### src/hdl/socket_demux_table_macros.svh
// ----------------------------------------------------------------------------
// socket demux table assertion macros
// shared property forms for the socket table checks
// ----------------------------------------------------------------------------
`ifndef SOCKET_DEMUX_TABLE_MACROS_SVH
`define SOCKET_DEMUX_TABLE_MACROS_SVH

// same-cycle implication
`define SDT_ASSERT_NOW(label, clk, rst, ante, cons, msg) \
   label: assert property (@(posedge clk) disable iff (rst) (ante) |-> (cons)) \
      else $error(msg);

// next-cycle implication
`define SDT_ASSERT_NEXT(label, clk, rst, ante, cons, msg) \
   label: assert property (@(posedge clk) disable iff (rst) (ante) |=> (cons)) \
      else $error(msg);

`endif

### src/hdl/sdt_pkg.sv
// ----------------------------------------------------------------------------
// socket demux table package
// sizes, codes and shared types of the socket table
// ----------------------------------------------------------------------------
package sdt_pkg;

   localparam int TABLE_SLOTS = 64;
   localparam int SLOT_W      = (TABLE_SLOTS > 1) ? $clog2(TABLE_SLOTS) : 1;
   localparam int GRP_SIZE    = 8;
   localparam int GRP_IDX_W   = $clog2(GRP_SIZE);
   localparam int NUM_GROUPS  = (TABLE_SLOTS + GRP_SIZE - 1) / GRP_SIZE;
   localparam int PAD_CELLS   = NUM_GROUPS * GRP_SIZE;

   localparam int CMD_W      = 3;
   localparam int STATUS_W   = 3;
   localparam int IP_W       = 32;
   localparam int PORT_W     = 16;
   localparam int ICMP_W     = 8;
   localparam int SLOT_IO_W  = 6;
   localparam int REQ_DATA_W = 88;
   localparam int RSP_DATA_W = 88;
   localparam int RSP_USER_W = 4;

   localparam logic [CMD_W-1:0] CMD_BIND_UDP     = 3'd0;
   localparam logic [CMD_W-1:0] CMD_BIND_ICMP    = 3'd1;
   localparam logic [CMD_W-1:0] CMD_CLOSE        = 3'd2;
   localparam logic [CMD_W-1:0] CMD_DELIVER_UDP  = 3'd3;
   localparam logic [CMD_W-1:0] CMD_DELIVER_ICMP = 3'd4;
   localparam logic [CMD_W-1:0] CMD_DESCRIBE     = 3'd5;

   localparam logic [STATUS_W-1:0] ST_OK    = 3'd0;
   localparam logic [STATUS_W-1:0] ST_DUP   = 3'd1;
   localparam logic [STATUS_W-1:0] ST_FULL  = 3'd2;
   localparam logic [STATUS_W-1:0] ST_DROP  = 3'd3;
   localparam logic [STATUS_W-1:0] ST_EMPTY = 3'd4;

   // one table entry, also used as the describe readout
   typedef struct packed {
      logic            valid;
      logic            icmp;
      logic [IP_W-1:0] addr;
      logic [31:0]     ports;
   } sdt_entry_type;

   // lookup key and bind data broadcast to every cell
   typedef struct packed {
      logic            icmp;
      logic [IP_W-1:0] addr;
      logic [31:0]     udp_ports;
      logic [31:0]     bind_ports;
   } sdt_key_type;

   typedef struct packed {
      logic sel;
      logic set;
      logic clr;
   } sdt_ctl_type;

   typedef struct packed {
      logic                 any_hit;
      logic [GRP_IDX_W-1:0] hit_idx;
      logic                 any_free;
      logic [GRP_IDX_W-1:0] free_idx;
      sdt_entry_type        rd;
   } sdt_grp_type;

endpackage

### src/hdl/sdt_grp.sv
// ----------------------------------------------------------------------------
// socket table group encoder
// registers the first hit, first free cell and readout of one cell group
// ----------------------------------------------------------------------------
module sdt_grp (
   input  logic                          clock,
   input  logic [sdt_pkg::GRP_SIZE-1:0]  hit_first,
   input  logic [sdt_pkg::GRP_SIZE-1:0]  free_first,
   input  sdt_pkg::sdt_entry_type        rd_chain,
   output sdt_pkg::sdt_grp_type          grp
);
   import sdt_pkg::*;

   sdt_grp_type grp_in, grp_ff;

   // chain leaves at most one bit set, so an or-encode suffices
   always_comb begin
      grp_in          = '0;
      grp_in.any_hit  = |hit_first;
      grp_in.any_free = |free_first;
      grp_in.rd       = rd_chain;
      for (int c = 0; c < GRP_SIZE; c++) begin
         if (hit_first[c]) begin
            grp_in.hit_idx = grp_in.hit_idx | GRP_IDX_W'(c);
         end
         if (free_first[c]) begin
            grp_in.free_idx = grp_in.free_idx | GRP_IDX_W'(c);
         end
      end
   end

   always_ff @(posedge clock) begin
      grp_ff <= grp_in;
   end

   assign grp = grp_ff;

endmodule

### config.mk
export PLATFORM = sky130hd
export DESIGN_NAME = sdt_grp
export DESIGN_NICKNAME = d
export VERILOG_FILES = /design/src/hdl/socket_demux_table_macros.svh /design/src/hdl/sdt_pkg.sv /design/src/hdl/sdt_grp.sv
export SDC_FILE = /design/constraint.sdc
export NUM_CORES = 1
export LEC_CHECK = 0
export BUFFER_PORTS_ARGS = -buffer_cell sky130_fd_sc_hd__buf_2
export CELL_PAD_IN_SITES_DETAIL_PLACEMENT = 0
export CELL_PAD_IN_SITES_GLOBAL_PLACEMENT = 1
export CORE_UTILIZATION = 26
export DETAILED_ROUTE_END_ITERATION = 8
export PLACE_DENSITY = 0.89
export SYNTH_ARGS = -nofsm -noshare
export SYNTH_HDL_FRONTEND = slang
export SYNTH_SLANG_ARGS = --single-unit
### constraint.sdc
create_clock -name clock -period 2.83 [get_ports clock]
set_clock_uncertainty 0.15 [all_clocks]
set_input_delay 0.283 -clock clock [delete_from_list [all_inputs] [get_ports clock]]
set_output_delay 0.283 -clock clock [all_outputs]
set_load 0.01 [all_outputs]
# Word level (Yosys, flattened, before mapping)
# Index checks and enable logic that the tools add are counted.
classes:
  muxes: 10
  n_reduce_logical: 6
op_table:
  columns: ["cell", "count"]
  rows:
  - ["OR reduction 8 bit", 2]
  - ["two-way mux 3 bit", 4]
  - ["two-way mux 2 bit", 4]
  - ["OR reduction 4 bit", 2]
  - ["OR reduction 2 bit", 2]
  - ["two-way mux 1 bit", 2]
totals:
  regBits: 74
  inputBits: 83
  word_cells: 28

# Logic depth before layout (Yosys ltp)
logic_depth:
  word_depth: 5
  mapped_depth: 2
  ltp_nobuf: 2

# Worst setup path after synthesis
# No wires, ideal clock.
synth_timing:
  path_type: "input -> register"
  startpoint: "in free_first[5] in the netlist's numbering"
  endpoint: "reg grp_ff, in the netlist grp[69]"
  setup_time_ns: 0.127
  t_arrival_ns: 0.932
  t_required_ns: 2.553
  path_slack_ns: 1.621
  cell_stages: 2
  path_buffers: 0
  path_cell_list: "or4_4 -> nand2b_4"
synth_rtl:
  columns: ["element", "line", "rtl"]
  rows:
  - ["start: declaration", "sdt_grp.sv:8", "input logic [sdt_pkg::GRP_SIZE-1:0] free_first,"]
  - ["end signal: assignment", "sdt_grp.sv:33", "grp_ff <= grp_in;"]
  - ["end: declaration", "sdt_grp.sv:14", "sdt_grp_type grp_in, grp_ff;"]

# Worst setup path after layout
layout_timing:
  startpoint: "in hit_first[1] in the netlist's numbering"
  endpoint: "reg grp_ff, in the netlist grp[70]"
layout_between:
  elab_chain_len: 5
layout_rtl:
  columns: ["element", "line", "rtl"]
  rows:
  - ["start: declaration", "sdt_grp.sv:7", "input logic [sdt_pkg::GRP_SIZE-1:0] hit_first,"]
  - ["two-way mux 1 bit", "sdt_grp.sv:23", "if (hit_first[c]) begin"]
  - ["two-way mux 2 bit (2 in series)", "sdt_grp.sv:23", null]
  - ["two-way mux 3 bit (2 in series)", "sdt_grp.sv:23", null]
# Every way passes these cells.
# A chain may end at the register's enable or synchronous reset.

==> key figures <==
Floorplan
  • Chip Height: around 80 um
  • Die Width: approximately 80 um
  • # rows: 27
  • # IOs: roughly 160
  • Starting Density: 0.278
  • Die ar.: approximately 6400 um2
  • Core ar.: between 5000 and 6000 um2

Synth
  • Synthesized flop and latch total: 74
  • Seq/Total Area, Yosys: 0.940
  • Synth Net Count: 167
  • Synth warn: 0
  • Post-Syn Instances: 84
  • Post-Syn Area per Cell: about 19 um2
  • Synth cell types: 6
  • Post-Syn Area: 1580 um2

Timing
  • Post-route clock period utilization: 0.693
  • Setup TNS: 0 ps
  • Fin Hold WS: approximately 20 ps
  • Slew @ Worst Pin: between 500 and 600 ps
  • Max-slew headroom: 0.655
  • Slew Viols, Final: 0
  • Fmax: between 500 and 600 MHz
  • Final setup viols: 0
  • Period minus WS final: about 2000 ps
  • Final hold violation count: 0
  • RSZ-0062 raised after global routing: false

Worst setup path
  • Crit-path max FO: 2
  • Setup crit end kind: flop
  • CP most frequent cell: dlygate4sd3_1
  • Crit-path slowest cell: dlygate4sd3_1
  • Worst path depth: 4
  • Critical path destination: grp[70]
  • WS Path Type: in -> reg
  • Max incr delay on CP: around 570 ps
  • Worst Path Buf+Inv: 3
  • Cell family with the largest share of critical-path delay: buffers and inverters
  • Crit path arrival time: around 2000 ps
  • CP required: approximately 2900 ps
  • Critical Path Source: hit_first[1]
  • Critical Path Start Type: input port
  • Crit path cell chain: dlygate4sd3_1 -> buf_2 -> or4_2 -> dlygate4sd3_1

Layout
  • Syn-to-layout area delta: 115%
  • Number of diodes: 0
  • Fin util: 0.596
  • Share of layout cells above drive strength 1: 0.536
  • Nets@finish: around 410
  • Max reg flops: 74
  • Fillcell total: ~470
  • Most common cell after layout, fill and taps aside: buf_2
  • Most frequent cells in the layout: buf_2 (156), dfxtp_1 (74), dlygate4sd3_1 (74)

Pwr
  • Sequential fraction of design power: 0.522
  • Final Power: roughly 2.1 mW
  • Leakage: 1.66 nW
  • Cell-internal power: 1.66 mW
  • Psw: roughly 0.46 mW
  • Maximum vdd ir drop: roughly 0.46 mV
  • Clock share of power: 0.374
  • Sw Ratio: 0.215
  • Comb power frac: 0.105
  • Cell Pwr Density: 627 nW/um2

Flow run
  • Max-Cap Viols: 0

Clock tree
  • TritonCTS Buffers: 9
  • CTS Buffer Depth: 2
  • Root buf cell: clkbuf_8
  • TritonCTS clock tree: built
  • Setup Buffers After CTS: 0
  • H-tree Lvls: 3
  • Num Clock Sinks: 74
  • Clk pin slew, worst setup/hold paths: about 80 ps

Place
  • RePlAce Congestion: between 0.6 and 0.7
  • HPWL after DPL: approximately 3100 um
  • IO buf count: approximately 160

Global routing
  • Initial antenna violation count: 0
  • Pin count of the biggest net entering global routing: 13
  • Overflow after GRT: 0
  • Vias in the first global route: around 1,700
  • Total track usage: 0.165
  • First-pass GRT wire length: ~7600 um

Route
  • DR pass1 iterations: 2
  • Wire per inst: 12.7 um
  • Vias/cell: 3.91
  • WL final: between 5000 and 6000 um
  • Initial DRC count: 27
  • Via Count: 1,572
  • Residual DRC: 0
  • Antenna viol nets, final: 0

Status
  • Status: finished, final reports clean

Min path
  • Min-delay worst type: in -> reg
-- cell usage after synthesis, drive strengths merged --
| master | n | share of area |
|---|---|---|
| dfxtp | 74 | 0.94 |
| or4 | 6 | 0.035 |
| nand2b | 2 | 0.017 |
| nor4 | 2 | 0.0079 |
-- how the worst min path moves through the flow --
stage | from | end | slack [ps] | cells after the start
after floorplan | rd_chain[0] | grp[0] | 160 | 0
after global placement | rd_chain[61] | grp[61] | 230 | 1
after detailed placement | rd_chain[24] | grp[24] | 240 | 1
after CTS | free_first[5] | grp[66] | 0.3 | 2
after global routing | hit_first[4] | grp[72] | 0.7 | 2
final | free_first[5] | grp[66] | 20 | 2
-- power groups by stage --
| stage | clock [mW] | sequential (mW) | combinational (mW) |
|---|---|---|---|
| floorplan | 0 | 1.16 | 0.00402 |
| finish | 0.793 | 1.11 | 0.222 |
| global route | 0.874 | 1.11 | 0.238 |
| CTS | 0.814 | 1.10 | 0.218 |
| global placement | 0 | 1.13 | 0.139 |
| detailed placement | 0 | 1.13 | 0.141 |
-- final cells by class --
type	instances	area [um2]	share of cell area
clock buffers	11	141	0.0418
clock inverters	5	53.8	0.0159
multi-input cells	10	95.1	0.0281
flip-flops and latches	74	1480	0.438
well taps	72	90.1	0.0266
repair buffers	230	1520	0.450
-- logic make-up after synthesis --
kind of cell / after synthesis / synth area share
flip-flops: 74 / 0.940
AND/OR/NAND/NOR: 10 / 0.0603
-- layer usage --
metal	part of all wire	global-route usage	wire length (um)
met3	0.11	0.0754	563
met5	0	0	0
met2	0.52	0.301	2650
met1	0.35	0.149	1800
met4	0.015	0.0911	76
-- what timing repair did --
item                                   4_1_cts  5_1_grt
endpoints found under the hold margin       72        0
hold buffers                                74        0
gates resized for setup                      0        0
-- through the flow --
| stage | cell area (um2) | setup slack (ps) | cells |
|---|---|---|---|
| global route | 3380 | 858 | 402 |
| finish | 3380 | 870 | 402 |
| floorplan | 1580 | 1620 | 84 |
| detailed placement | 2450 | 1490 | 312 |
| CTS | 3380 | 896 | 402 |
| global placement | 2450 | 1500 | 312 |
Power figures use the tool's default switching activity.
