File: src/hdl/socket_demux_table_macros.svh
// ----------------------------------------------------------------------------
// socket demux table assertion macros
// shared property forms for the socket table checks
// ----------------------------------------------------------------------------
`ifndef SOCKET_DEMUX_TABLE_MACROS_SVH
`define SOCKET_DEMUX_TABLE_MACROS_SVH

// same-cycle implication
`define SDT_ASSERT_NOW(label, clk, rst, ante, cons, msg) \
   label: assert property (@(posedge clk) disable iff (rst) (ante) |-> (cons)) \
      else $error(msg);

// next-cycle implication
`define SDT_ASSERT_NEXT(label, clk, rst, ante, cons, msg) \
   label: assert property (@(posedge clk) disable iff (rst) (ante) |=> (cons)) \
      else $error(msg);

`endif

File: src/hdl/sdt_pkg.sv
// ----------------------------------------------------------------------------
// socket demux table package
// sizes, codes and shared types of the socket table
// ----------------------------------------------------------------------------
package sdt_pkg;

   localparam int TABLE_SLOTS = 64;
   localparam int SLOT_W      = (TABLE_SLOTS > 1) ? $clog2(TABLE_SLOTS) : 1;
   localparam int GRP_SIZE    = 8;
   localparam int GRP_IDX_W   = $clog2(GRP_SIZE);
   localparam int NUM_GROUPS  = (TABLE_SLOTS + GRP_SIZE - 1) / GRP_SIZE;
   localparam int PAD_CELLS   = NUM_GROUPS * GRP_SIZE;

   localparam int CMD_W      = 3;
   localparam int STATUS_W   = 3;
   localparam int IP_W       = 32;
   localparam int PORT_W     = 16;
   localparam int ICMP_W     = 8;
   localparam int SLOT_IO_W  = 6;
   localparam int REQ_DATA_W = 88;
   localparam int RSP_DATA_W = 88;
   localparam int RSP_USER_W = 4;

   localparam logic [CMD_W-1:0] CMD_BIND_UDP     = 3'd0;
   localparam logic [CMD_W-1:0] CMD_BIND_ICMP    = 3'd1;
   localparam logic [CMD_W-1:0] CMD_CLOSE        = 3'd2;
   localparam logic [CMD_W-1:0] CMD_DELIVER_UDP  = 3'd3;
   localparam logic [CMD_W-1:0] CMD_DELIVER_ICMP = 3'd4;
   localparam logic [CMD_W-1:0] CMD_DESCRIBE     = 3'd5;

   localparam logic [STATUS_W-1:0] ST_OK    = 3'd0;
   localparam logic [STATUS_W-1:0] ST_DUP   = 3'd1;
   localparam logic [STATUS_W-1:0] ST_FULL  = 3'd2;
   localparam logic [STATUS_W-1:0] ST_DROP  = 3'd3;
   localparam logic [STATUS_W-1:0] ST_EMPTY = 3'd4;

   // one table entry, also used as the describe readout
   typedef struct packed {
      logic            valid;
      logic            icmp;
      logic [IP_W-1:0] addr;
      logic [31:0]     ports;
   } sdt_entry_type;

   // lookup key and bind data broadcast to every cell
   typedef struct packed {
      logic            icmp;
      logic [IP_W-1:0] addr;
      logic [31:0]     udp_ports;
      logic [31:0]     bind_ports;
   } sdt_key_type;

   typedef struct packed {
      logic sel;
      logic set;
      logic clr;
   } sdt_ctl_type;

   typedef struct packed {
      logic                 any_hit;
      logic [GRP_IDX_W-1:0] hit_idx;
      logic                 any_free;
      logic [GRP_IDX_W-1:0] free_idx;
      sdt_entry_type        rd;
   } sdt_grp_type;

endpackage

File: src/hdl/sdt_cell.sv
// ----------------------------------------------------------------------------
// socket table cell
// one table entry with its compare and its link in the group priority chain
// ----------------------------------------------------------------------------
module sdt_cell (
   input  logic                  clock,
   input  logic                  reset,
   input  sdt_pkg::sdt_key_type  key,
   input  sdt_pkg::sdt_ctl_type  ctl,
   input  logic                  hit_seen_in,
   input  logic                  free_seen_in,
   input  sdt_pkg::sdt_entry_type rd_in,
   output logic                  hit_seen_out,
   output logic                  free_seen_out,
   output logic                  hit_first,
   output logic                  free_first,
   output sdt_pkg::sdt_entry_type rd_out
);
   import sdt_pkg::*;

   logic            valid_ff;
   logic            icmp_ff;
   logic [IP_W-1:0] addr_ff;
   logic [31:0]     ports_ff;

   logic            match_in, match_ff;
   logic            free_ff;
   sdt_entry_type   rd_in_c, rd_ff;

   always_ff @(posedge clock) begin
      if (reset) begin
         valid_ff <= 1'b0;
      end else if (ctl.set) begin
         valid_ff <= 1'b1;
      end else if (ctl.clr) begin
         valid_ff <= 1'b0;
      end
   end

   always_ff @(posedge clock) begin
      if (ctl.set) begin
         icmp_ff  <= key.icmp;
         addr_ff  <= key.addr;
         ports_ff <= key.bind_ports;
      end
   end

   // icmp entries match on address alone
   assign match_in = valid_ff && (icmp_ff == key.icmp) && (addr_ff == key.addr)
                     && (key.icmp || (ports_ff == key.udp_ports));

   always_comb begin
      rd_in_c = '0;
      if (ctl.sel && valid_ff) begin
         rd_in_c.valid = 1'b1;
         rd_in_c.icmp  = icmp_ff;
         rd_in_c.addr  = addr_ff;
         rd_in_c.ports = ports_ff;
      end
   end

   always_ff @(posedge clock) begin
      match_ff <= match_in;
      free_ff  <= !valid_ff;
      rd_ff    <= rd_in_c;
   end

   assign hit_first     = match_ff && !hit_seen_in;
   assign free_first    = free_ff && !free_seen_in;
   assign hit_seen_out  = hit_seen_in || match_ff;
   assign free_seen_out = free_seen_in || free_ff;
   assign rd_out        = sdt_entry_type'(rd_in | rd_ff);

endmodule

File: config.mk
export PLATFORM = sky130hd
export DESIGN_NAME = sdt_cell
export DESIGN_NICKNAME = d
export VERILOG_FILES = /design/src/hdl/socket_demux_table_macros.svh /design/src/hdl/sdt_pkg.sv /design/src/hdl/sdt_cell.sv
export SDC_FILE = /design/constraint.sdc
export NUM_CORES = 1
export LEC_CHECK = 0
export BUFFER_PORTS_ARGS = -buffer_cell sky130_fd_sc_hd__buf_4
export CAP_MARGIN = 20
export CELL_PAD_IN_SITES_DETAIL_PLACEMENT = 1
export CELL_PAD_IN_SITES_GLOBAL_PLACEMENT = 1
export CORE_MARGIN = 8
export CORE_UTILIZATION = 35
export DETAILED_ROUTE_END_ITERATION = 6
export PLACE_DENSITY_LB_ADDON = 0.1
export SETUP_SLACK_MARGIN = 0.1
export SLEW_MARGIN = 20
export SYNTH_ARGS = -nofsm -noshare
export SYNTH_HDL_FRONTEND = slang
export SYNTH_SLANG_ARGS = --single-unit
File: constraint.sdc
create_clock -name clock -period 1.8 [get_ports clock]
set_clock_uncertainty 0.15 [all_clocks]
set_input_delay 0.09 -clock clock [delete_from_list [all_inputs] [get_ports clock]]
set_output_delay 0.09 -clock clock [all_outputs]
set_load 0.01 [all_outputs]
# After elaboration in Yosys (flattened, before gate mapping)
# Cells that the tools add are included.
# totals
output_inout_bits,70
reg_bits,134
word_cells,30
in_bits,170
# op_classes
reduce_logical,13
mux,3
n_bitwise,1
eq_ne,3
# ops
op,n
66-bit 2-to-1 mux,1
66-bit bitwise OR,1
32-bit equality test,2
1-bit logical AND,6
1-bit zero test,3
1-bit logical OR,3
1-bit 2-to-1 mux,2
2-bit nonzero test,1
1-bit equality test,1

# Depth between registers and ports, before layout
# Gate-level depths: netlist of run 1.
# logic_depth
depth_word,4
mapped_depth,5
ltp_nobuf,5

# Worst setup path after synthesis of run 1
# OpenSTA, ideal clock, no wires.
# synth_path
path_type,reg2reg
startpoint,reg ports_ff[15]
endpoint,reg match_ff
synth_period_minus_slack_ns,1.335
required_ns,1.572
arrival_time_ns,1.108
n_path_buf,0
path_slack_ns,0.465
setup_time_ns,0.078
path_stages_with_launch,6
cell_sequence,edfxtp_1 -> xnor2_1 -> nand4_1 -> nor4_1 -> a21oi_1 -> nor3_1
# synth_between
elab_chain_cells,3
# synth_rtl
item,line_no,source
from (decl),sdt_cell.sv:24,logic [31:0] ports_ff;
from (signal assigned),sdt_cell.sv:44,ports_ff <= key.bind_ports;
32-bit equality test,sdt_cell.sv:50,&& (key.icmp || (ports_ff == key.udp_ports));
1-bit logical OR,sdt_cell.sv:50,
1-bit logical AND,sdt_cell.sv:50,
named net match_in,sdt_cell.sv:26,"logic match_in, match_ff;"
to (signal assigned),sdt_cell.sv:63,match_ff <= match_in;
to (decl),sdt_cell.sv:26,
# The timed path passes the listed nets, and every way through them passes these cells.
# A chain may end at the register's enable or synchronous reset.

# Worst setup path in the final report of run 1
# layout_path
startpoint,reg ports_ff[29]
endpoint,reg match_ff
# Same word-level chain as after synthesis.

==> metrics.txt, run 1 <==
Min-Delay Path Depth=2; cells on worst reg2reg path=5; status=finished, final reports clean; Max IR drop VDD=0.000537 V; Core ar.=0.0139 mm2; layout cells sized above 1=0.489; Main synth FF type=dfxtp_1; Mapped Nets=546; Post-synth EDFFs=65; I/O pin count=240; Worst Tran Pin Value=633 ps; Max-slew headroom=0.578; dpl cells=785; reg-to-reg slack, setup=210 ps; path type of the worst min-delay path=in -> reg; Syn Inst Count=376; Async S/R FF share, synth=0; Cell variety after synth=16; initial antenna violation count=0; TritonCTS buffer count=17; num rows=43; post-DP HPWL=11.1 mm; Worst EP arrival=1780 ps; Die X=135 um; Area contributors post-synth=edfxtp_1, dfxtp_1, xnor2_1; final setup violation count=0; Max Fclk=0.628 GHz; clock root cell=clkbuf_16; first-pass GRT wire length=24.6 mm; I/O Buffers=239; worst r2r src=ports_ff[29]; largest net degree at the start of global routing=67; Final #Nets=861; Period minus WS final=1590 ps; most frequent cell after synthesis=dfxtp_1; vias per cell=4.57; crit-path max FO=2; DR pass1 iterations=4; Mapped Area=0.00496 mm2; Die Span Y=135 um; Max Cap Violations=0; CTS tree=yes; Pwr Total=0.00778 W; Setup crit start kind=register; final antenna-violating net count=0; Worst Hold End=ports_ff[25]; DRT iter0 DRCs=150; DR WL/cell=18.2 um; Mean Syn Cell Area=13.2 um2; post-synth top area share=0.393; RSZ-0062 raised after global routing=false; synthesis-stage register bit count=134; DR vias=4028; H-tree lvl count=4; grt total ovfl=0; Ys Warns=0; Setup crit end kind=register; vias in the first global route=4685; Residual DRC=0; Post CTS Setup Buffer Count=0; CTS max path bufs=2; final slew viol count=0; Final Non-Filler Cells=882; Period Utilization, post-route=0.885; Power Density=944 mW/mm2; GP Congestion=0.727; Area Overhead vs Synth=66.0%; CTS sink cnt=134; Starting Density=0.357; Final TNS setup=0 ps; most frequent cells after synthesis=dfxtp_1, or2_2, and3_1, edfxtp_1, xnor2_1; sequential share of the synthesized area=0.672; WP data required=1990 ps; Ant. Diodes=0; final hold vios=0; GRT Util Overall=0.176; Worst Setup Path Type=reg -> reg; Synth area leader=edfxtp_1; final WL=16.1 mm; FF-to-FF End=match_ff; Worst-Skew Late Latency=410 ps; clock transition at the registers of the reported paths=50 ps; leakage power=3.77 nW; die area=0.0182 mm2; HP Start=ctl[1]
-- worst max-delay path, cell delays in order, from the launching register on --
cell and delay (ps):
edfxtp_1 430, xnor2_2 170, nand4_1 160, nor4_2 320
a21oi_1 130, nor3_2 170
-- worst max path at each step --
stage                     endpoint  slack [ps]          from
after global placement    match_ff         110    addr_ff[0]
after CTS                 match_ff         100   addr_ff[18]
after detailed placement  match_ff          90  ports_ff[20]
after global routing      match_ff          90   addr_ff[16]
final                     match_ff         210  ports_ff[29]
after floorplan           match_ff         460  ports_ff[15]
-- cell families (layout without fill, tap and decap cells) --
family	Yosys count	after routing	share of synthesized area
and+or+nand+nor	159	159	0.199
DFF	134	134	0.672
xor gates and xnor gates	65	65	0.115
buffers and inverters	16	342	0.0121
AOI/OAI and AO/OA	2	2	0.00202
-- layout make-up --
type                       count  area, um2
inverter                       2       7.51
tap                          180        225
sequential                   134       3330
clock buffer                  26        509
clock inverter                 4       43.8
multi-input combinational    226       1610
timing repair buffer         310       2510
fill                        1458       5640
-- placed cells by master, fill, tap and decap left out, types with 5 or more instances in the layout --
cell type | netlist | final
nand4_1 | 13 | 13
clkbuf_16 | 0 | 17
buf_4 | 0 | 242
nor4_1 | 7 | 5
dfxtp_1 | 69 | 68
and3_1 | 65 | 65
xnor2_1 | 49 | 46
dlygate4sd3_1 | 0 | 67
xor2_1 | 16 | 16
edfxtp_1 | 65 | 65
or2_2 | 68 | 68
clkbuf_8 | 0 | 5
-- sequential cells by signal, indices dropped and copies added, names as in the netlist --
register  flops
free_ff       1
icmp_ff       1
addr_ff      32
match_ff      1
valid_ff      1
rd_ff        66
ports_ff     32
-- routing by layer --
metal,up-vias,part of all wire,global-route usage
met3,19,0.072,0.0602
met5,-,0,0
met2,135,0.54,0.317
li1,1932,-,-
met4,0,0.017,0.0679
met1,1942,0.37,0.183
-- stage by stage --
step | hold WS, ps | util | area, um2 | setup WS (ps)
final | 60.9 | 0.593 | 8240 | 207
after CTS | 64.7 | 0.591 | 8200 | 102
after global placement | 92.0 | 0.502 | 6970 | 107
after global routing | 73.9 | 0.593 | 8240 | 93.3
after detailed placement | 105 | 0.502 | 6970 | 87.2
after floorplan | 12.4 | - | 4960 | 465
-- power by group --
| group | internal, W | total, W | switching (W) | leakage [nW] |
|---|---|---|---|---|
| clock network | 0.00206 | 0.00324 | 0.00118 | 0.274 |
| logic | 0.000660 | 0.00105 | 0.000389 | 2.29 |
| registers | 0.00339 | 0.00349 | 0.000100 | 1.20 |
-- timing repair --
item | 4_1_cts | 5_1_grt
resized for setup | 1 | 5
hold buffers | 67 | 0
gates cloned | 0 | 0
endpoints found under the setup margin | 1 | 1
endpoints found under the hold margin | 67 | 0
pin swaps | 0 | 5
(Power assumes the default switching activity.)
==> run 2: changes to the inputs <==
Settings changed: ABC_AREA set to 1, CORE_UTILIZATION 35 to 34.
==> metrics.txt, run 2 <==
final WL=17.1 mm; Core Util, Final=0.565; first-pass GRT wire length=27.0 mm; most frequent cells in the layout=buf_4, nand2_1, nor2_1, inv_1, dfxtp_1; Ant. Diodes=0; Slowest-stage cell, CP=edfxtp_1; I/O pin count=240; Pwr Total=0.00819 W; H-tree lvl count=4; Power Density=953 mW/mm2; leakage power=4.20 nW; Most flops, register=rd_ff; Max-slew headroom=0.737; cells on worst reg2reg path=9; path type of the worst min-delay path=in -> reg; sequential share of the synthesized area=0.632; Synth area leader=edfxtp_1; DR pass1 iterations=4; status=finished, final reports clean; Main synth FF type=dfxtp_1; most common cell after layout, fill and taps aside=buf_4; final setup violation count=0; RSZ-0062 raised after global routing=false; DR WL/cell=16.0 um; Final #Nets=1041; sequential share of power=0.424; Final Non-Filler Cells=1072; post-cts sizing count=0; Area Overhead vs Synth=63.0%; Core ar.=0.0152 mm2; post-synthesis simple-gate area fraction=0.228; sw power=0.00185 W; Max IR drop VDD=0.000612 V; num rows=45; Synth Area in Compound Gates=0.0164; Worst-Skew Late Latency=410 ps; Clk pwr share=0.439; Period Utilization, post-route=0.855; Ys Warns=0; layout cells sized above 1=0.389; Min-Delay Path Depth=4; Die Span Y=141 um; Post-Synth Adder-Cell Area=0; CTS tree=yes; Max Fclk=0.649 GHz; grt total ovfl=0; most frequent cell after synthesis=nand2_1; DRT iter0 DRCs=135; synthesis-stage register bit count=134; die area=0.0198 mm2; Area contributors post-synth=edfxtp_1, dfxtp_1, or2_2; largest registers=rd_ff: 66 flops, addr_ff: 32 flops, ports_ff: 32 flops; Pint=0.00634 W; I/O Buffers=239; most frequent cells after synthesis=nand2_1, nor2_1, inv_1, dfxtp_1, or2_2; Mean Syn Cell Area=9.57 um2; Mapped Nets=721; crit-path max FO=2; Max Cap Violations=0; final antenna-violating net count=0; Post-synth EDFFs=65; Period minus WS final=1540 ps; WP data required=2010 ps; Syn Inst Count=551; crit path cell chain=nand2_1 > nand2_1 > nor2_1 > nand2_1 > nor2_1 > nand3_1 > nor2_1 > nand2_1 > inv_1; CTS max path bufs=2; Setup crit end kind=register; Starting Density=0.347; Critical Path Max Stage Delay=390 ps; initial antenna violation count=0; Residual DRC=0; GRT Util Overall=0.176; Die X=141 um; max reg flops=66; Worst Setup Path Type=reg -> reg; largest family of logic cells by synthesized area=simple AND/OR/NAND/NOR gates; post-DP HPWL=12.5 mm; final slew viol count=0; clock transition at the registers of the reported paths=60 ps; Final TNS setup=0 ps; CTS sink cnt=134; post-synth top area share=0.370; final hold vios=0; sw frac=0.226; Comb power frac=0.137; post-synthesis mux area share=0; Async S/R FF share, synth=0; dpl cells=973; TritonCTS buffer count=17; Worst EP arrival=1750 ps; Setup crit start kind=register; XOR/XNOR share of the synthesized area=0.0515; Mapped Area=0.00527 mm2; largest net degree at the start of global routing=67; Cell variety after synth=18; Worst Tran Pin Value=395 ps; vias in the first global route=5315; clock root cell=clkbuf_16; vias per cell=4.31; GP Congestion=0.746; DR vias=4616; CP most frequent cell=nand2_1
[run 2: power by group through the flow]
stage	clock (W)	combinational, W	sequential, W
2_1_floorplan	0	0.000417	0.00351
3_3_place_gp	0	0.000967	0.00352
3_5_place_dp	0	0.000997	0.00354
4_1_cts	0.00367	0.00113	0.00347
5_1_grt	0.00380	0.00124	0.00349
6_report	0.00360	0.00112	0.00347
[run 2: kinds of logic (layout without fill, tap and decap cells)]
kind of cell	count (synthesis)	after routing
AND/OR/NAND/NOR	270	270
XOR/XNOR	31	31
buffers and inverters	100	433
flip-flops	134	134
AO/OA/AOI/OAI	16	16
[run 2: what timing repair did]
action | CTS | global route
setup endpoints to repair | 0 | 0
hold endpoints to repair | 67 | 0
setup buffers | 0 | 0
hold buffers | 67 | 0
[run 2: metal layers]
layer / global-route usage / vias to the layer above / share of wire
li1: - / 2297 / -
met1: 0.175 / 2158 / 0.37
met2: 0.336 / 141 / 0.55
met3: 0.0564 / 20 / 0.062
met4: 0.0628 / 0 / 0.015
met5: 0 / - / 0
[run 2: cell type report]
class	instances	area, um2
clock buffer	17	425
clock inverter	15	186
fill	1713	6610
inverter	93	349
multi-input combinational	317	1560
sequential	134	3330
tap	188	235
timing repair buffer	308	2500
[run 2: final timing paths]
| check | start | endpoint | slack (ps) |
|---|---|---|---|
| hold / removal | ctl[2] | rd_ff[65] | 30 |
| setup / recovery | addr_ff[12] | match_ff | 260 |
| hold reg to reg | valid_ff | free_ff | 300 |
| setup reg to reg | addr_ff[12] | match_ff | 260 |
[run 2: metrics by stage]
step / cell area, um2 / hold slack (ps) / worst slack (ps)
finish: 8600 / 34.1 / 260
global route: 8600 / 24.1 / 136
CTS: 8600 / 7.76 / 188
detailed placement: 7310 / 109 / 216
global placement: 7310 / 99.8 / 328
floorplan: 5270 / 12.4 / 636
[run 2: critical path: cells and delay by family, from the launching register on]
family                 cells  cell delay [ps]
DFF                        1              390
buffers and inverters      1               50
and+or+nand+nor            8              900
